===== src/design/lcdw_pkg.sv =====
// Shared types, constants and character helpers for the LCD text and BCD writer.
// Depends on nothing; the top-level module and the testbench import it.
package lcdw_pkg;

   localparam int unsigned HALF_WIDTH = 8;
   localparam int unsigned MAX_WRITES = 9;
   localparam int unsigned CNT_W      = $clog2(MAX_WRITES + 1);
   localparam int unsigned POS_W      = $clog2(2 * HALF_WIDTH);
   localparam int unsigned DIGITS     = 6;

   typedef enum logic [1:0] {
      REQ_CHAR   = 2'd0,
      REQ_NUMBER = 2'd1,
      REQ_CLEAR  = 2'd2
   } req_kind_type;

   localparam logic [7:0] CMD_CLEAR      = 8'h01;
   localparam logic [7:0] CMD_SET_ADDR   = 8'h80;
   localparam logic [7:0] ADDR_HALF_BIT  = 8'h40;
   localparam logic [7:0] CHAR_NEWLINE   = 8'h0A;
   localparam logic [7:0] CHAR_SPACE     = 8'h20;
   localparam logic [7:0] CHAR_COMMA     = 8'h2C;
   localparam logic [7:0] CHAR_ZERO      = 8'h30;
   localparam logic [7:0] CYR_FIRST      = 8'hC0;
   localparam logic [POS_W-1:0] NUM_POS  = POS_W'(9);

   typedef struct packed {
      logic       is_data;
      logic [7:0] data;
   } wr_type;

   localparam logic [7:0] CYR_ROM [64] = '{
      8'h41, 8'hA0, 8'h42, 8'hA1, 8'hE0, 8'h45, 8'hA3, 8'hA4,
      8'hA5, 8'hA6, 8'h4B, 8'hA7, 8'h4D, 8'h48, 8'h4F, 8'hA8,
      8'h50, 8'h43, 8'h54, 8'hA9, 8'hAA, 8'h58, 8'hE1, 8'hAB,
      8'hAC, 8'hE2, 8'hAD, 8'hAE, 8'h62, 8'hAF, 8'hB0, 8'hB1,
      8'h61, 8'hB2, 8'hB3, 8'hB4, 8'hE3, 8'h65, 8'hB6, 8'hB7,
      8'hB8, 8'hB9, 8'hBA, 8'hBB, 8'hBC, 8'hBD, 8'h6F, 8'hBE,
      8'h70, 8'h63, 8'hBF, 8'h79, 8'hE4, 8'h78, 8'hE5, 8'hC0,
      8'hC1, 8'hE6, 8'hC2, 8'hC3, 8'hC4, 8'hC5, 8'hC6, 8'hC7
   };

   // Set-address command for a cursor position: upper half uses the 0x40 line offset.
   function automatic logic [7:0] set_addr_cmd(input logic [POS_W-1:0] pos);
      logic [7:0] cmd;
      cmd = CMD_SET_ADDR | {5'd0, pos[2:0]};
      if (pos >= POS_W'(HALF_WIDTH)) begin
         cmd = cmd | ADDR_HALF_BIT;
      end
      return cmd;
   endfunction

   function automatic logic [7:0] map_char(input logic [7:0] code);
      logic [7:0] res;
      res = code;
      if (code >= CYR_FIRST) begin
         res = CYR_ROM[code[5:0]];
      end
      return res;
   endfunction

endpackage


===== src/design/lcdw_req_if.sv =====
// Request channel interface of the LCD writer: valid/ready plus the request fields.
// Depends on nothing.
interface lcdw_req_if;
   logic        valid;
   logic        ready;
   logic [1:0]  req_type;
   logic [7:0]  char_code;
   logic [23:0] bcd_value;
   logic        blink;

   modport source (output valid, output req_type, output char_code, output bcd_value,
                   output blink, input ready);
   modport sink   (input valid, input req_type, input char_code, input bcd_value,
                   input blink, output ready);
endinterface


===== src/design/lcdw_rsp_if.sv =====
// Result channel interface of the LCD writer: valid/ready plus one display write.
// Depends on nothing.
interface lcdw_rsp_if;
   logic       valid;
   logic       ready;
   logic       is_data;
   logic [7:0] lcd_byte;
   logic       last;

   modport source (output valid, output is_data, output lcd_byte, output last, input ready);
   modport sink   (input valid, input is_data, input lcd_byte, input last, output ready);
endinterface


===== src/design/lcdw_csr_if.sv =====
// Configuration write channel of the LCD writer: valid/ready plus the digit enable mask.
// Depends on nothing.
interface lcdw_csr_if;
   logic       valid;
   logic       ready;
   logic [5:0] digit_enable;

   modport source (output valid, output digit_enable, input ready);
   modport sink   (input valid, input digit_enable, output ready);
endinterface


===== src/design/lcd_text_and_bcd_writer.sv =====
// Top level of the LCD text and BCD writer: request register, write expansion, write queue.
// Depends on lcdw_pkg and the lcdw_req_if, lcdw_rsp_if and lcdw_csr_if interfaces.

// A request transaction is held in an input register, expanded combinationally into the full
// list of display writes it causes, and loaded into a nine-entry write queue that shifts one
// write out per result transaction. A character request gives one or two writes, a clear
// request one, a number request nine; with a sink that is always ready the result port, which
// gives one write per cycle, sets the request throughput. The next request is taken into the
// input register while the queue still drains, and is expanded in the cycle the last queued
// write leaves. Request type 3 produces no writes. Configuration writes are always accepted.
module lcd_text_and_bcd_writer
   import lcdw_pkg::*;
(
   input  logic        clock,
   input  logic        reset,
   lcdw_req_if.sink    req_bus,
   lcdw_rsp_if.source  rsp_bus,
   lcdw_csr_if.sink    csr_bus
);

   logic              in_valid_ff, in_valid_in;
   logic [1:0]        in_type_ff;
   logic [7:0]        in_code_ff;
   logic [23:0]       in_bcd_ff;
   logic              in_blink_ff;

   logic [5:0]        digit_enable_ff;
   logic [POS_W-1:0]  cursor_ff, cursor_in;
   logic [CNT_W-1:0]  rem_ff, rem_in;
   wr_type            wr_ff [MAX_WRITES];
   wr_type            wr_new [MAX_WRITES];
   logic [CNT_W-1:0]  cnt_new;

   logic req_take, pop, load;

   assign pop      = rsp_bus.valid && rsp_bus.ready;
   assign load     = in_valid_ff && ((rem_ff == '0) || (pop && rem_ff == CNT_W'(1)));
   assign req_take = req_bus.valid && req_bus.ready;

   assign req_bus.ready = !in_valid_ff || load;
   assign csr_bus.ready = 1'b1;

   assign rsp_bus.valid    = (rem_ff != '0);
   assign rsp_bus.is_data  = wr_ff[0].is_data;
   assign rsp_bus.lcd_byte = wr_ff[0].data;
   assign rsp_bus.last     = (rem_ff == CNT_W'(1));

   // Expansion of the held request into its display writes.
   always_comb begin
      logic [POS_W:0]   next_pos;
      logic [3:0]       digit;
      logic             en, show, shown;
      logic [CNT_W-1:0] n;
      logic [7:0]       ch;
      for (int i = 0; i < MAX_WRITES; i++) begin
         wr_new[i] = '{is_data: 1'b0, data: 8'h00};
      end
      cnt_new   = '0;
      cursor_in = cursor_ff;
      next_pos  = '0;
      digit     = '0;
      en        = 1'b0;
      show      = 1'b0;
      shown     = 1'b0;
      n         = '0;
      ch        = '0;
      case (req_kind_type'(in_type_ff))
         REQ_CHAR: begin
            if (in_code_ff == CHAR_NEWLINE) begin
               if (cursor_ff <= POS_W'(HALF_WIDTH)) begin
                  cursor_in = POS_W'(HALF_WIDTH);
               end else begin
                  cursor_in = '0;
               end
               wr_new[0] = '{is_data: 1'b0, data: set_addr_cmd(cursor_in)};
               cnt_new   = CNT_W'(1);
            end else begin
               wr_new[0] = '{is_data: 1'b1, data: map_char(in_code_ff)};
               next_pos  = {1'b0, cursor_ff} + (POS_W+1)'(1);
               cnt_new   = CNT_W'(1);
               cursor_in = next_pos[POS_W-1:0];
               if (next_pos == (POS_W+1)'(HALF_WIDTH)) begin
                  wr_new[1] = '{is_data: 1'b0, data: set_addr_cmd(POS_W'(HALF_WIDTH))};
                  cnt_new   = CNT_W'(2);
               end else if (next_pos >= (POS_W+1)'(2 * HALF_WIDTH)) begin
                  cursor_in = '0;
                  wr_new[1] = '{is_data: 1'b0, data: set_addr_cmd('0)};
                  cnt_new   = CNT_W'(2);
               end
            end
         end
         REQ_NUMBER: begin
            // Address write, six digits with a comma after the fourth, then the wrap
            // back to position 0 as the cursor runs off the second half.
            wr_new[0] = '{is_data: 1'b0, data: set_addr_cmd(NUM_POS)};
            n = CNT_W'(1);
            for (int k = 0; k < DIGITS; k++) begin
               digit = in_bcd_ff[20 - 4*k +: 4];
               en    = digit_enable_ff[DIGITS - 1 - k];
               if (k < 3) begin
                  show = ((digit != 4'd0) || shown || !en) && (en || in_blink_ff);
               end else begin
                  show = en || in_blink_ff;
               end
               if (k < 2 && (show || !en)) begin
                  shown = 1'b1;
               end
               ch = show ? (CHAR_ZERO | {4'd0, digit}) : CHAR_SPACE;
               wr_new[n] = '{is_data: 1'b1, data: ch};
               n = n + CNT_W'(1);
               if (k == 3) begin
                  wr_new[n] = '{is_data: 1'b1, data: CHAR_COMMA};
                  n = n + CNT_W'(1);
               end
            end
            wr_new[n] = '{is_data: 1'b0, data: set_addr_cmd('0)};
            cnt_new   = n + CNT_W'(1);
            cursor_in = '0;
         end
         REQ_CLEAR: begin
            wr_new[0] = '{is_data: 1'b0, data: CMD_CLEAR};
            cnt_new   = CNT_W'(1);
            cursor_in = '0;
         end
         default: begin
            cnt_new = '0;
         end
      endcase
   end

   always_comb begin
      in_valid_in = in_valid_ff;
      if (req_take) begin
         in_valid_in = 1'b1;
      end else if (load) begin
         in_valid_in = 1'b0;
      end
      rem_in = rem_ff;
      if (load) begin
         rem_in = cnt_new;
      end else if (pop) begin
         rem_in = rem_ff - CNT_W'(1);
      end
   end

   always_ff @(posedge clock) begin
      if (reset) begin
         in_valid_ff     <= 1'b0;
         rem_ff          <= '0;
         cursor_ff       <= '0;
         digit_enable_ff <= '0;
      end else begin
         in_valid_ff <= in_valid_in;
         rem_ff      <= rem_in;
         if (load) begin
            cursor_ff <= cursor_in;
         end
         if (csr_bus.valid) begin
            digit_enable_ff <= csr_bus.digit_enable;
         end
      end
   end

   // Payload registers: request hold and write queue.
   always_ff @(posedge clock) begin
      if (req_take) begin
         in_type_ff  <= req_bus.req_type;
         in_code_ff  <= req_bus.char_code;
         in_bcd_ff   <= req_bus.bcd_value;
         in_blink_ff <= req_bus.blink;
      end
      if (load) begin
         for (int i = 0; i < MAX_WRITES; i++) begin
            wr_ff[i] <= wr_new[i];
         end
      end else if (pop) begin
         for (int i = 0; i < MAX_WRITES - 1; i++) begin
            wr_ff[i] <= wr_ff[i+1];
         end
      end
   end

endmodule


===== src/flat_wrapper.sv =====
// flat-port wrapper written by rule: the top's interface ports become plain ports
module lcd_text_and_bcd_writer_flat import lcdw_pkg::*;
  (clock, reset, req_bus_valid, req_bus_req_type, req_bus_char_code, req_bus_bcd_value, req_bus_blink, req_bus_ready, rsp_bus_valid, rsp_bus_is_data, rsp_bus_lcd_byte, rsp_bus_last, rsp_bus_ready, csr_bus_valid, csr_bus_digit_enable, csr_bus_ready);
  lcdw_req_if req_bus_i ();
  lcdw_rsp_if rsp_bus_i ();
  lcdw_csr_if csr_bus_i ();
  input  logic clock;
  input  logic reset;
  input wire logic [$bits(req_bus_i.valid)-1:0] req_bus_valid;
  input wire logic [$bits(req_bus_i.req_type)-1:0] req_bus_req_type;
  input wire logic [$bits(req_bus_i.char_code)-1:0] req_bus_char_code;
  input wire logic [$bits(req_bus_i.bcd_value)-1:0] req_bus_bcd_value;
  input wire logic [$bits(req_bus_i.blink)-1:0] req_bus_blink;
  output wire logic [$bits(req_bus_i.ready)-1:0] req_bus_ready;
  output wire logic [$bits(rsp_bus_i.valid)-1:0] rsp_bus_valid;
  output wire logic [$bits(rsp_bus_i.is_data)-1:0] rsp_bus_is_data;
  output wire logic [$bits(rsp_bus_i.lcd_byte)-1:0] rsp_bus_lcd_byte;
  output wire logic [$bits(rsp_bus_i.last)-1:0] rsp_bus_last;
  input wire logic [$bits(rsp_bus_i.ready)-1:0] rsp_bus_ready;
  input wire logic [$bits(csr_bus_i.valid)-1:0] csr_bus_valid;
  input wire logic [$bits(csr_bus_i.digit_enable)-1:0] csr_bus_digit_enable;
  output wire logic [$bits(csr_bus_i.ready)-1:0] csr_bus_ready;
  assign req_bus_i.valid = req_bus_valid;
  assign req_bus_i.req_type = req_bus_req_type;
  assign req_bus_i.char_code = req_bus_char_code;
  assign req_bus_i.bcd_value = req_bus_bcd_value;
  assign req_bus_i.blink = req_bus_blink;
  assign req_bus_ready = req_bus_i.ready;
  assign rsp_bus_valid = rsp_bus_i.valid;
  assign rsp_bus_is_data = rsp_bus_i.is_data;
  assign rsp_bus_lcd_byte = rsp_bus_i.lcd_byte;
  assign rsp_bus_last = rsp_bus_i.last;
  assign rsp_bus_i.ready = rsp_bus_ready;
  assign csr_bus_i.valid = csr_bus_valid;
  assign csr_bus_i.digit_enable = csr_bus_digit_enable;
  assign csr_bus_ready = csr_bus_i.ready;
  lcd_text_and_bcd_writer u_core (.clock(clock), .reset(reset), .req_bus(req_bus_i), .rsp_bus(rsp_bus_i), .csr_bus(csr_bus_i));
endmodule

===== config.mk =====
export PLATFORM = sky130hd
export DESIGN_NAME = lcd_text_and_bcd_writer_flat
export DESIGN_NICKNAME = d
export VERILOG_FILES = /design/src/design/lcdw_pkg.sv /design/src/design/lcdw_req_if.sv /design/src/design/lcdw_rsp_if.sv /design/src/design/lcdw_csr_if.sv /design/src/design/lcd_text_and_bcd_writer.sv /design/src/flat_wrapper.sv
export SDC_FILE = /design/constraint.sdc
export NUM_CORES = 1
export LEC_CHECK = 0
export CAP_MARGIN = 20
export CORE_ASPECT_RATIO = 1.4
export CORE_UTILIZATION = 45
export CTS_CLUSTER_SIZE = 8
export DETAILED_ROUTE_END_ITERATION = 8
export DONT_BUFFER_PORTS = 1
export PLACE_DENSITY = 0.63
export SLEW_MARGIN = 20
export SYNTH_ARGS = -nofsm -noshare
export SYNTH_HDL_FRONTEND = slang
export SYNTH_SLANG_ARGS = --single-unit

===== constraint.sdc =====
create_clock -name clock -period 3.3 [get_ports clock]
set_clock_uncertainty 0.2 [all_clocks]
set_input_delay 0.165 -clock clock [delete_from_list [all_inputs] [get_ports clock]]
set_output_delay 0.165 -clock clock [all_outputs]
set_load 0.005 [all_outputs]

==> results.yml <==
outcome:
  status: "finished clean"
grt:
  grt_pass1_vias: 3750
  grt_start_max_net_pins: 36
  grt_overflow_total: 0
  antenna_found_initial: 0
  gr-usage-all-layers_pct: 19.3
  grt_first_pass_wirelength_mm: 18.2
yosys:
  synth.distinct_cells: 70
  synth_area_mm2: 0.00547
  ys_dominant_reg_cell: "edfxtp_1"
  netlist_top_cells_area: "edfxtp_1 52%, dfxtp_1 5.5%, nand2_1 4.7%"
  yosys.area.top_type_share_pct: 52.2
  syn_nets: 538
  ys_seq_area_share_pct: 57.7
  syn_inst: 478
  synth_warnings: 0
  synth_edf_count: 95
  yosysTopAreaCell: "edfxtp_1"
  yosys.area_share.simple_pct: 16.6
  synth_xor_area_share_pct: 0.320
  muxShareOfSynthArea_pct: 4.42
  synth_compound_area_share_pct: 12.5
  synthArstFlopShare_pct: 0
  synth_seq_cells: 110
  synth_top_family_by_area: "simple AND/OR/NAND/NOR gates"
  syn_area_per_cell_um2: 11.4
  synth_fa_ha_area_share_pct: 3.20
finish:
  area_growth_pct: 16.3
  layout-drive-gt1-share_pct: 8.48
  layout.nets: 574
  final_util_pct: 53.8
  diodes: 0
floorplan:
  die_y_um: 132
  die_area_mm2: 0.0126
  initial_core_util_pct: 46.3
  core_mm2: 0.0118
  io_pins: 59
  fp-row-count: 47
  die_x_um: 95.2
clock_network:
  htree_levels: 3
  cts_setup_buffers: 0
  cts_buffer_depth: 2
  worstSkewPairLatency_ns: 0.34
  numCtsBuffers: 9
  cts.sinks: 110
  root_buffer: "clkbuf_16"
  clkSlewWorstSetupHoldPaths_ns: 0.07
  post_cts_resized: 0
  cts_tree: "built"
  cts_hold_buf: 50
drt:
  drt-total-wl_mm: 11.7
  drc: 0
  firstDrtPassIters: 5
  vias: 3729
  vias_per_cell: 5.60
  antenna_left: 0
  wl_per_cell_um: 17.5
  first_iter_violations: 212
sta:
  fmax_mhz: 333
  tightestPinTransition_ns: 0.739
  hold_violations: 0
  slew_headroom_pct: 50.4
  fin_setup_tns_ns: 0
  report.final.slew_viol_count: 0
  setup_violations: 0
  rsz0062_at_grt: "false"
  fin_crit_sh_pct: 90.9
  fin_crit_ns: 3.00
setup_path:
  required_ns: 3.20
  cp_data_arrival_time_ns: 2.90
  crit_path_max_fanout: 14
  critPathSlowestCell: "edfxtp_1"
  crit_top_cell: "inv_1"
  critPathLaunchType: "register"
  cp_num_buf_inv: 2
  cp_cell_sequence: "inv_1 -> ha_1 -> inv_1 -> mux4_1 -> a221oi_1 -> o31ai_1 -> a22o_1"
  path_delay_family: "flip-flops"
  end_kind: "register"
  slowest_delay_ns: 0.64
  critPathKind: "reg2reg"
worst_hold_path:
  hp-class: "in2reg"
power:
  p_per_area_mw_per_mm2: 767
  power.leakage_nw: 2.41
  peakVddDrop_mv: 0.335
place:
  gp_congestion: 0.877
  io_buffers: 0
  hpwl_mm: 7.89
job:
  maxCapViolations: 0
## power by group
part / internal (mW) / switching, mW
Sequential: 2.17 / 0.222
Combinational: 0.521 / 0.833
Clock: 0.623 / 0.507
Total: 3.32 / 1.56
## sequential cells by signal (all words and copies together), names as in the netlist
signal and cells:
u_core.in_valid_ff 1, u_core.in_blink_ff 1, u_core.in_type_ff 2, u_core.in_bcd_ff 24
u_core.wr_ff 60, u_core.in_code_ff 8, u_core.rem_ff 4, u_core.digit_enable_ff 6
u_core.cursor_ff 4
## synth_stat cells (all sizes together), types with 4 or more instances
master / number
a22o: 11
edfxtp: 95
nand2b: 9
and2: 16
a21oi: 19
nor3: 7
mux2i: 11
mux4: 4
nor2: 29
nand3: 23
nor4: 5
o211ai: 4
inv: 20
o21ai: 18
nor2b: 6
ha: 14
nand2: 68
clkbuf: 11
buf: 25
dfxtp: 15
## cell families after synthesis
family                     Yosys count
AOI/OAI and AO/OA                   97
xor gates and xnor gates             2
adders and majority gates           14
buffers and inverters               56
DFF                                110
muxes                               18
other                                1
and+or+nand+nor                    180
## worst min-delay path: stages
cell,delay [ns]
a21o_1,0.13
nand3_1,0.07
o21ai_0,0.07
a22oi_1,0.08
nor2_1,0.08
## cells in the final DEF (no fill, tap or decap), types with 4 or more instances in the layout
cell	n
nor2_1	29
nand2b_1	9
nor3_1	7
nor4_1	4
o211ai_1	4
and2_1	15
a22o_1	11
mux2i_1	11
edfxtp_1	95
nand3_1	23
clkbuf_16	9
dfxtp_1	15
o21ai_0	16
buf_4	10
nor2b_1	6
ha_1	14
inv_1	20
a21oi_1	19
nand2_1	68
dlygate4sd3_1	50
## cell type report
| cell class | instances | area, um2 |
|---|---|---|
| multi-input cells | 312 | 2040 |
| flip-flops and latches | 110 | 3150 |
| well taps | 147 | 184 |
| fillers | 999 | 5460 |
| repair buffers | 61 | 596 |
| clock inverters | 6 | 78.8 |
| clock buffers | 10 | 239 |
| inverters | 20 | 75.1 |
## worst paths after layout
kind,startpoint,to,slack (ns),depth (start not counted)
setup reg to reg,u_core.in_code_ff[1],u_core.wr_ff[0][1],0.30,7
setup / recovery,u_core.in_code_ff[1],u_core.wr_ff[0][1],0.30,7
hold / removal,rsp_bus_ready,u_core.rem_ff[3],0.1,5
hold reg to reg,u_core.wr_ff[0][39],u_core.wr_ff[0][30],0.31,2
## per-stage QoR
stage | cells | setup slack (ns) | cell area [um2] | hold WS, ns | power (mW)
6_report | 666 | 0.301 | 6360 | 0.0994 | 4.88
5_1_grt | 666 | 0.0950 | 6360 | 0.136 | 5.16
4_1_cts | 666 | 0.320 | 6360 | 0.0910 | 4.93
3_5_place_dp | 600 | 0.340 | 5540 | 0.0386 | 3.74
3_3_place_gp | 600 | 0.362 | 5540 | 0.0355 | 3.71
2_1_floorplan | 478 | 0.637 | 5470 | 0.0341 | 3.42
## per-layer routing
metal / up-vias / global-route usage, % / share of wire [%]
met5: - / 0 / 0
met4: 0 / 9.76 / 3.3
met3: 19 / 3.28 / 2.9
met2: 75 / 34.6 / 54
met1: 1817 / 21.3 / 39
li1: 1818 / - / -
(Power assumes the default switching activity.)
